===== src/design/enr_pkg.sv =====
// ----------------------------------------------------------------------------
// enr_pkg
// Types and class codes shared by the Euler number bit-quad blocks, and the
// window classifier used by the accumulator.
// ----------------------------------------------------------------------------
package enr_pkg;

  localparam int unsigned RESULT_BITS = 16;
  localparam int unsigned NUM_CLASSES = 6;
  localparam int unsigned WIDTH_REG_BITS = 9;
  localparam logic [WIDTH_REG_BITS-1:0] WIDTH_RESET = 9'd16;
  localparam logic [WIDTH_REG_BITS-1:0] WIDTH_MIN = 9'd2;

  typedef struct packed {
    logic pixel_black;
    logic last_pixel;
  } pixel_in_t;

  typedef struct packed {
    logic        [RESULT_BITS-1:0] count_empty;
    logic        [RESULT_BITS-1:0] count_one;
    logic        [RESULT_BITS-1:0] count_two_adjacent;
    logic        [RESULT_BITS-1:0] count_three;
    logic        [RESULT_BITS-1:0] count_full;
    logic        [RESULT_BITS-1:0] count_diagonal;
    logic signed [RESULT_BITS-1:0] euler_number;
  } result_t;

  typedef enum logic [2:0] {
    QUAD_EMPTY    = 3'd0,
    QUAD_ONE      = 3'd1,
    QUAD_TWO_ADJ  = 3'd2,
    QUAD_THREE    = 3'd3,
    QUAD_FULL     = 3'd4,
    QUAD_DIAGONAL = 3'd5
  } quad_class_t;

  // per-pixel control carried from the input register to the accumulator
  typedef struct packed {
    logic cur;
    logic last;
    logic window_en;
    logic first_row;
  } pixel_ctrl_t;

  function automatic quad_class_t classify_quad(input logic a, input logic b,
                                                input logic c, input logic d);
    quad_class_t cls;
    logic [2:0]  n;
    n = {2'b00, a} + {2'b00, b} + {2'b00, c} + {2'b00, d};
    case (n)
      3'd0:    cls = QUAD_EMPTY;
      3'd1:    cls = QUAD_ONE;
      3'd2:    cls = ((a && d) || (b && c)) ? QUAD_DIAGONAL : QUAD_TWO_ADJ;
      3'd3:    cls = QUAD_THREE;
      default: cls = QUAD_FULL;
    endcase
    return cls;
  endfunction

endpackage


===== src/design/enr_ram.sv =====
// ----------------------------------------------------------------------------
// enr_ram
// Generic single-write, single-read RAM with registered read data.
// ----------------------------------------------------------------------------
module enr_ram #(
  parameter int unsigned WIDTH = 1,
  parameter int unsigned DEPTH = 256
) (
  input  logic                     clk,
  input  logic                     we,
  input  logic [$clog2(DEPTH)-1:0] waddr,
  input  logic [WIDTH-1:0]         wdata,
  input  logic                     re,
  input  logic [$clog2(DEPTH)-1:0] raddr,
  output logic [WIDTH-1:0]         rdata
);

  logic [WIDTH-1:0] mem [DEPTH];

  always_ff @(posedge clk) begin
    if (we) begin
      mem[waddr] <= wdata;
    end
    if (re) begin
      rdata <= mem[raddr];
    end
  end

endmodule


===== src/design/enr_quad_accum.sv =====
// ----------------------------------------------------------------------------
// enr_quad_accum
// Window classification, saturating class counters, Euler number and the
// result register.
// ----------------------------------------------------------------------------
module enr_quad_accum
  import enr_pkg::*;
#(
  parameter int unsigned COUNT_BITS = 16
) (
  input  logic        clk,
  input  logic        rst,
  input  logic        advance,
  input  pixel_ctrl_t ctrl,
  input  logic        upper_raw,
  output result_t     result,
  output logic        result_valid,
  input  logic        result_stall
);

  localparam int unsigned NW = COUNT_BITS + 3;
  localparam int unsigned QW = (NW > RESULT_BITS) ? NW : RESULT_BITS;
  localparam logic [COUNT_BITS-1:0] COUNT_MAX = {COUNT_BITS{1'b1}};
  localparam logic signed [QW-1:0] EULER_MAX = QW'($signed(32'sd32767));
  localparam logic signed [QW-1:0] EULER_MIN = QW'($signed(-32'sd32768));

  logic [COUNT_BITS-1:0] counters      [NUM_CLASSES];
  logic [COUNT_BITS-1:0] counters_next [NUM_CLASSES];
  logic                  left_pixel;
  logic                  upper_left_pixel;
  logic                  upper;
  quad_class_t           cls;
  logic                  result_valid_next;
  logic signed [NW-1:0]  num;
  logic signed [QW-1:0]  num_ext;
  logic signed [QW-1:0]  quot;
  logic signed [QW-1:0]  euler_sat;

  assign upper = ctrl.first_row ? 1'b0 : upper_raw;
  assign cls   = classify_quad(upper_left_pixel, upper, left_pixel, ctrl.cur);

  always_comb begin
    for (int k = 0; k < NUM_CLASSES; k++) begin
      counters_next[k] = counters[k];
      if (ctrl.window_en && (cls == quad_class_t'(k)) && (counters[k] != COUNT_MAX)) begin
        counters_next[k] = counters[k] + COUNT_BITS'(1);
      end
    end
  end

  always_comb begin
    num = $signed({3'b000, counters_next[QUAD_ONE]})
        - $signed({3'b000, counters_next[QUAD_THREE]})
        - $signed({2'b00, counters_next[QUAD_DIAGONAL], 1'b0});
    num_ext = QW'(num);
    // round toward zero
    if (num_ext < 0) begin
      quot = (num_ext + QW'(3)) >>> 2;
    end else begin
      quot = num_ext >>> 2;
    end
    if (quot > EULER_MAX) begin
      euler_sat = EULER_MAX;
    end else if (quot < EULER_MIN) begin
      euler_sat = EULER_MIN;
    end else begin
      euler_sat = quot;
    end
  end

  assign result_valid_next = (result_valid && result_stall) || (advance && ctrl.last);

  always_ff @(posedge clk) begin
    if (rst) begin
      result_valid     <= 1'b0;
      left_pixel       <= 1'b0;
      upper_left_pixel <= 1'b0;
      for (int k = 0; k < NUM_CLASSES; k++) begin
        counters[k] <= '0;
      end
    end else begin
      result_valid <= result_valid_next;
      if (advance) begin
        if (ctrl.last) begin
          left_pixel       <= 1'b0;
          upper_left_pixel <= 1'b0;
          for (int k = 0; k < NUM_CLASSES; k++) begin
            counters[k] <= '0;
          end
        end else begin
          left_pixel       <= ctrl.cur;
          upper_left_pixel <= upper;
          for (int k = 0; k < NUM_CLASSES; k++) begin
            counters[k] <= counters_next[k];
          end
        end
      end
    end
  end

  always_ff @(posedge clk) begin
    if (advance && ctrl.last) begin
      result.count_empty        <= RESULT_BITS'(counters_next[QUAD_EMPTY]);
      result.count_one          <= RESULT_BITS'(counters_next[QUAD_ONE]);
      result.count_two_adjacent <= RESULT_BITS'(counters_next[QUAD_TWO_ADJ]);
      result.count_three        <= RESULT_BITS'(counters_next[QUAD_THREE]);
      result.count_full         <= RESULT_BITS'(counters_next[QUAD_FULL]);
      result.count_diagonal     <= RESULT_BITS'(counters_next[QUAD_DIAGONAL]);
      result.euler_number       <= RESULT_BITS'(euler_sat);
    end
  end

endmodule


===== src/design/euler_number_bit_quads_core.sv =====
// ----------------------------------------------------------------------------
// euler_number_bit_quads_core
// 8-connected Euler number of a padded binary blob by bit-quad counting.
// ----------------------------------------------------------------------------
// Pixels of the padded bounding box enter in raster order, one per clock
// when neither side stalls; the last pixel passes the input register s1,
// then the result register. A one-row line buffer RAM (read and written
// once per pixel) forms each 2x2 window, classified from s1 and counted as
// the accumulator advances. A pixel flagged last_pixel produces one result
// transaction with the six saturating class counts and the Euler number, and
// clears the blob state; other pixels produce none. line_width (padded row
// length, clamped to 2..MAX_LINE) is set by cfg_write_en/cfg_write_data;
// the user must write it between blobs only; the block does not enforce it.
module euler_number_bit_quads_core
  import enr_pkg::*;
#(
  parameter int unsigned MAX_LINE   = 256,
  parameter int unsigned COUNT_BITS = 16
) (
  input  logic                      clk,
  input  logic                      rst,
  input  logic                      cfg_write_en,
  input  logic [WIDTH_REG_BITS-1:0] cfg_write_data,
  input  logic                      pixel_valid,
  output logic                      pixel_stall,
  input  pixel_in_t                 pixel,
  output logic                      result_valid,
  input  logic                      result_stall,
  output result_t                   result
);

  localparam int unsigned CW = $clog2(MAX_LINE);
  localparam int unsigned WW = (CW + 1 > WIDTH_REG_BITS) ? CW + 1 : WIDTH_REG_BITS;
  localparam logic [WW-1:0] MAX_W = WW'(MAX_LINE);

  logic [WIDTH_REG_BITS-1:0] line_width;
  logic [CW-1:0]             column_index;
  logic                      in_first_row;
  logic [WW-1:0]             lw_ext;
  logic [WW-1:0]             width_eff;
  logic [CW-1:0]             col;
  logic [WW-1:0]             col_inc;
  logic                      accept;
  logic                      advance;
  logic                      s1_valid;
  pixel_ctrl_t               s1_ctrl;
  logic                      upper_raw;

  assign lw_ext = WW'(line_width);

  always_comb begin
    if (lw_ext < WW'(WIDTH_MIN)) begin
      width_eff = WW'(WIDTH_MIN);
    end else if (lw_ext > MAX_W) begin
      width_eff = MAX_W;
    end else begin
      width_eff = lw_ext;
    end
    col     = (WW'(column_index) >= width_eff) ? '0 : column_index;
    col_inc = WW'(col) + WW'(1);
  end

  assign advance     = s1_valid && !(s1_ctrl.last && result_valid && result_stall);
  assign pixel_stall = s1_valid && !advance;
  assign accept      = pixel_valid && !pixel_stall;

  always_ff @(posedge clk) begin
    if (rst) begin
      line_width   <= WIDTH_RESET;
      column_index <= '0;
      in_first_row <= 1'b1;
      s1_valid     <= 1'b0;
    end else begin
      if (cfg_write_en) begin
        line_width <= cfg_write_data;
      end
      s1_valid <= accept || pixel_stall;
      if (accept) begin
        if (pixel.last_pixel) begin
          column_index <= '0;
          in_first_row <= 1'b1;
        end else if (col_inc >= width_eff) begin
          column_index <= '0;
          in_first_row <= 1'b0;
        end else begin
          column_index <= col_inc[CW-1:0];
        end
      end
    end
  end

  always_ff @(posedge clk) begin
    if (accept) begin
      s1_ctrl.cur       <= pixel.pixel_black;
      s1_ctrl.last      <= pixel.last_pixel;
      s1_ctrl.window_en <= !in_first_row && (col != '0);
      s1_ctrl.first_row <= in_first_row;
    end
  end

  enr_ram #(
    .WIDTH (1),
    .DEPTH (MAX_LINE)
  ) u_row_above (
    .clk   (clk),
    .we    (accept),
    .waddr (col),
    .wdata (pixel.pixel_black),
    .re    (accept),
    .raddr (col),
    .rdata (upper_raw)
  );

  enr_quad_accum #(
    .COUNT_BITS (COUNT_BITS)
  ) u_accum (
    .clk          (clk),
    .rst          (rst),
    .advance      (advance),
    .ctrl         (s1_ctrl),
    .upper_raw    (upper_raw),
    .result       (result),
    .result_valid (result_valid),
    .result_stall (result_stall)
  );

endmodule


===== config.mk =====
export PLATFORM = sky130hd
export DESIGN_NAME = euler_number_bit_quads_core
export DESIGN_NICKNAME = d
export VERILOG_FILES = /design/src/design/enr_pkg.sv /design/src/design/enr_ram.sv /design/src/design/enr_quad_accum.sv /design/src/design/euler_number_bit_quads_core.sv
export SDC_FILE = /design/constraint.sdc
export NUM_CORES = 1
export LEC_CHECK = 0
export BUFFER_PORTS_ARGS = -buffer_cell sky130_fd_sc_hd__buf_2
export CORE_MARGIN = 3
export CORE_UTILIZATION = 66
export DETAILED_ROUTE_END_ITERATION = 7
export PLACE_DENSITY = 0.85
export SLEW_MARGIN = 40
export SYNTH_ARGS = -nofsm -noshare
export SYNTH_HDL_FRONTEND = slang
export SYNTH_SLANG_ARGS = --single-unit

===== constraint.sdc =====
create_clock -name clk -period 20.7 [get_ports clk]
set_input_delay 4.14 -clock clk [delete_from_list [all_inputs] [get_ports clk]]
set_output_delay 4.14 -clock clk [all_outputs]
set_load 0.02 [all_outputs]

# Yosys cells after proc, flatten, opt, wreduce, memory -nomap -nowiden
# Memory sizes are Yosys's and may differ from the RTL's. A register that Yosys moved wholly into a read port is not among the register bits.
# Cells that the tools add are included.
[word_totals] output_inout_bits=114 elab_cells=144 mem_bits_ro=0 register_bits=138 n_memories=2 ram_bits=352 latch_bits=0
[op_classes] shift=0 muxes=44 n_div=0 n_reduce_logical=34 n_eq_ne=14 mul=0 magnitude_cmp=7 addsub=13 bitwise=12
[mem_list] name="u_row_above.mem" words=256 word_bits=1 read_ports=1 rd_clocked_by_memory_dff=1 write_ports=1 line="enr_ram.sv:18" source="logic [WIDTH-1:0] mem [DEPTH];"
[mem_list] name="u_accum.counters" words=6 word_bits=16 read_ports=6 rd_clocked_by_memory_dff=0 write_ports=6 line="enr_quad_accum.sv:27" source="logic [COUNT_BITS-1:0] counters [NUM_CLASSES];"
[op_table] operator="$mux 16" count=19
[op_table] operator="$add 16x1->16 const B" count=6
[op_table] operator="$ne 16x16->1 const B" count=6
[op_table] operator="$mux 8" count=3
[op_table] operator="$logic_and 1x1->1" count=22
[op_table] operator="$add 19x3->19 const B" count=1
[op_table] operator="$gt 19x16->1 const B" count=1
[op_table] operator="$lt 19x1->1 const B" count=1
[op_table] operator="$lt 19x16->1 const B" count=1
[op_table] operator="$mux 19" count=1
[op_table] operator="$sub 17x18->19" count=1
[op_table] operator="$mux 9" count=2
[op_table] operator="$mux 1" count=17
[op_table] operator="$sub 16x16->17" count=1
[op_table] operator="$eq 3x2->1 const B" count=4
[op_table] operator="$or 1x1->1" count=12
[op_table] operator="$pmux 3 s4" count=1
[op_table] operator="$add 8x1->9 const B" count=1
[op_table] operator="$ge 8x9->1" count=1
[op_table] operator="$ge 9x9->1" count=1
[op_table] operator="$gt 9x9->1 const B" count=1
[op_table] operator="$lt 9x2->1 const B" count=1
[op_table] operator="$reduce_bool 8->1" count=1
[op_table] operator="$add 3x1->3" count=2
[op_table] operator="9 further kinds" count=17

# Longest topological paths before layout
[depth] ltp_word=16 ltp_mapped=36 depth_no_buf=33

# Cells and area by module
# Synthesis repeated with hierarchy kept, for this count alone.
[unflattened] hier_cells=1946 hier_area_um2=24120.6
[modules_own_cells] mod="enr_quad_accum" seq_area_each_um2=6306.0 area_per_inst_um2=11442.2 instances=1 cells_each=995
[modules_own_cells] mod="enr_ram" seq_area_each_um2=7717.4 area_per_inst_um2=11138.2 instances=1 cells_each=788
[modules_own_cells] mod="euler_number_bit_quads_core" seq_area_each_um2=500.5 area_per_inst_um2=1540.2 instances=1 cells_each=163

# Least setup slack after synthesis
# No wires, ideal clock.
[synth_path] path_type="input -> register" start="in result_stall" end="reg, netlist name u_accum.result[0]" path_stages=1 path_slack_ps=10520 t_arrival_ps=9560 n_path_buf=0 path_cell_list="a21oi_1"
[synth_via] elab_chain_cells=4
[synth_rtl] element="start, declared" line="euler_number_bit_quads_core.sv:28" source="input logic result_stall,"
[synth_rtl] element="$logic_and 1x1->1" line="euler_number_bit_quads_core.sv:63" source="assign advance = s1_valid && !(s1_ctrl.last && result_valid && result_stall);"
[synth_rtl] element="$logic_not 1->1" line="euler_number_bit_quads_core.sv:63"
[synth_rtl] element="$logic_and 1x1->1" line="euler_number_bit_quads_core.sv:63"
[synth_rtl] element="$logic_and 1x1->1" line="enr_quad_accum.sv:102" source="if (advance && ctrl.last) begin"
# Every way passes these cells.
# A chain may end at the register's enable or synchronous reset.

# Worst setup path in the final report
[layout_path] start="in result_stall" end="out pixel_stall"
[layout_via] elab_chain_cells=5
[layout_rtl] element="$logic_and 1x1->1" line="euler_number_bit_quads_core.sv:63"
[layout_rtl] element="$logic_not 1->1" line="euler_number_bit_quads_core.sv:63"
[layout_rtl] element="$logic_and 1x1->1" line="euler_number_bit_quads_core.sv:63"
[layout_rtl] element="$logic_not 1->1" line="euler_number_bit_quads_core.sv:64" source="assign pixel_stall = s1_valid && !advance;"
[layout_rtl] element="$logic_and 1x1->1" line="euler_number_bit_quads_core.sv:64"
[layout_rtl] element="end, declared" line="euler_number_bit_quads_core.sv:25" source="output logic pixel_stall,"
# Every way passes these cells.

==> impl_metrics.py <==
metrics = {
    "placement": {
        "placed_cell_area_mm2": 0.0251,
        "io_buffer_count": 129,
        "post-place-ws_ps": 11830,
        "dp_hpwl_mm": 36.9,
        "gp_congestion": 0.904,
    },
    "critical_path": {
        "worst_path_most_repeated_cell": "buf_2",
        "r2r-start": "u_row_above.rdata",
        "slowest_stage": "buf_2",
        "required_ps": 16560,
        "worstSetupStartpoint": "result_stall",
        "cpPeakStageDelay_ps": 180,
        "crit_cells": 4,
        "path_delay_family": "buffers and inverters",
        "start_kind": "input port",
        "worstPathArrival_ps": 4750,
        "critPathCaptureType": "output port",
        "crit_path_cell_trace": "buf_2, nand4_1, inv_1, buf_2",
        "path_max_fanout": 4,
        "crit_buf_inv": 3,
        "path_class": "in2out",
        "r2r_cells": 33,
    },
    "pwr": {
        "vdd_drop_max_mv": 0.0821,
        "power_density_mw_per_mm2": 85.6,
        "power_leakage_uw": 0.00926,
    },
    "clocking": {
        "numCtsBuffers": 49,
        "clkTransAtPathRegs_ps": 60,
        "htree_levels": 2,
        "cts_sinks": 491,
        "cts_root_buffer": "clkbuf_16",
        "clk_path_buf_depth": 3,
        "cts_setup_buffers": 0,
        "tritoncts": "yes",
        "clk_latency_ps": 590,
        "post_cts_resized": 0,
        "cts_hold_buf": 0,
    },
    "detailed_routing": {
        "route.vias.total": 17525,
        "drtAntennaViolNets": 0,
        "routed_wl_mm": 59.5,
        "wl_per_cell_um": 22.2,
        "vias_per_cell": 6.54,
        "drt_pass1_iterations": 5,
        "drtIter0Drc": 2004,
        "drc": 0,
    },
    "min_path": {
        "hold_depth": 2,
        "hp-class": "reg2reg",
        "min_from": "u_accum.upper_left_pixel",
    },
    "flow_run": {
        "drv_cap": 0,
    },
    "yosys": {
        "synth_edf_count": 469,
        "ys_types": 91,
        "yosys.area.top_type_share_pct": 58.6,
        "yosysSeqAreaShare_pct": 60.5,
        "syn_nets": 2159,
        "synth_area_leaders": "edfxtp_1 59%, nor2_1 6.5%, ha_1 3.1%, xnor2_1 2.4%, mux2i_1 2.2%",
        "avgSynthCellArea_um2": 11.6,
        "ys.flop_type": "edfxtp_1",
        "synth_cells": 2080,
        "async_reset_ff_share_pct": 0,
        "yosysWarningCount": 0,
        "syn_area_mm2": 0.0240,
        "synth_seq_cells": 491,
        "yosysTopAreaCell": "edfxtp_1",
        "synthTopCellsByCount": "469 x edfxtp_1, 416 x nor2_1, 131 x nand2_1, 89 x clkbuf_1, 78 x nand3_1",
        "yosys.cell_count.top_type": "edfxtp_1",
    },
    "outcome": {
        "outcome": "complete, no violations",
    },
    "global_routing": {
        "grt_max_degree": 152,
        "first_global_vias": 17179,
        "grt_pass1_wl_mm": 92.1,
        "gr-total-overflow": 0,
        "grt_usage_pct": 30.4,
        "antenna_found_initial": 0,
    },
    "timing": {
        "finalHoldViolations": 0,
        "slew_viol_final": 0,
        "finalCriticalPeriod_ps": 8890,
        "finalCritPeriodShare_pct": 42.9,
        "skew_ps": 17.4,
        "totalNegativeSetupSlack_ps": 0,
        "rsz0062_at_grt": "no",
        "worstMarginPinSlew_ps": 888,
        "fmax_mhz": 113,
        "slew-limit-headroom_pct": 40.5,
        "worst_slack_ps": 11810,
        "setup_viol": 0,
    },
    "die": {
        "die_x_um": 197,
        "num_rows": 69,
        "dieArea_mm2": 0.0387,
        "initial_utilization_pct": 67.2,
        "core_mm2": 0.0357,
        "io_pins": 130,
        "die_y_um": 197,
    },
    "final_layout": {
        "n_fill_cell": 2222,
        "syn_to_final_growth_pct": 10.8,
        "layout.nets": 2260,
        "drive_above_1_share_pct": 13.1,
        "final_area_mm2": 0.0266,
        "antennaDiodeCount": 0,
    },
}
-- power breakdown --
group / switching (uW) / total (uW) / internal [uW]
clock: 369 / 830 / 461
combinational: 198 / 311 / 114
sequential: 17.9 / 1140 / 1120
total: 585 / 2280 / 1690
-- cell type report --
type                       count  area, um^2  area share [%]
tap                          461         577            2.17
timing repair buffer         150         830            3.12
inverter                      72         272            1.02
clock buffer                  59        1310            4.91
clock inverter                30         173           0.649
multi-input combinational   1417        8940            33.6
sequential                   491       14500            54.6
-- sequential cells by signal, indices dropped and copies added, names as in the netlist --
| name | cells |
|---|---|
| u_row_above.mem | 256 |
| u_accum.result | 112 |
| u_accum.counters | 96 |
| line_width | 9 |
| column_index | 8 |
| s1_ctrl | 4 |
| in_first_row | 1 |
| s1_valid | 1 |
| u_accum.left_pixel | 1 |
| u_accum.result_valid | 1 |
| u_accum.upper_left_pixel | 1 |
| u_row_above.rdata | 1 |
-- per-stage QoR --
step	hold WS [ps]	util [%]	total power (uW)	instances
after floorplan	425	-	1380	2080
after global placement	470	70.0	1440	2590
after detailed placement	496	70.3	1460	2591
after CTS	512	74.4	2280	2680
after global routing	540	74.5	2360	2680
final	519	74.5	2280	2680
-- worst register-to-register path, delay by kind of cell (launching register included) --
kind | cells | cell delay, ps
AO/OA/AOI/OAI | 12 | 2470
AND/OR/NAND/NOR | 9 | 2230
adder cells (fa/ha/maj) | 6 | 2140
flip-flops | 1 | 370
multiplexers | 1 | 370
buffers and inverters | 4 | 350
XOR/XNOR | 1 | 140
-- path summary, 6_finish.rpt --
check / to / slack, ps
max reg2reg: u_accum.result[9] / 12450
min: u_accum.upper_left_pixel / 520
min reg2reg: u_accum.upper_left_pixel / 520
max: pixel_stall / 11810
-- routing by layer --
metal | track usage, % | vias to the layer above | routed length, um
li1 | - | 7774 | -
met1 | 38.0 | 8418 | 21100
met5 | 0 | - | 0
met4 | 13.9 | 0 | 2810
met3 | 7.16 | 242 | 6630
met2 | 51.1 | 1091 | 29000
-- cell usage in the layout, fill, tap and decap left out, types with 18 or more instances in the layout --
cell,instances
edfxtp_1,469
nor2b_1,75
and3_1,18
nor3_1,30
o21ai_0,51
ha_1,60
inv_1,68
nand3_1,62
xnor2_1,66
nor2_1,414
mux2i_1,53
buf_4,19
clkbuf_16,51
nand2_1,131
nand4_1,31
dfxtp_1,21
a21oi_1,72
xor2_1,56
buf_2,128
-- cell families (layout without fill, tap and decap cells) --
family	Yosys count	count (layout)	synth area share (%)
buf+inv	172	311	2.85
flops	491	491	60.5
compound gates	298	298	8.52
simple gates	852	852	16.3
mux	78	78	3.80
fa+ha+maj	66	66	3.51
xor+xnor	123	123	4.56
No activity file was read; power rests on OpenSTA's default activity.
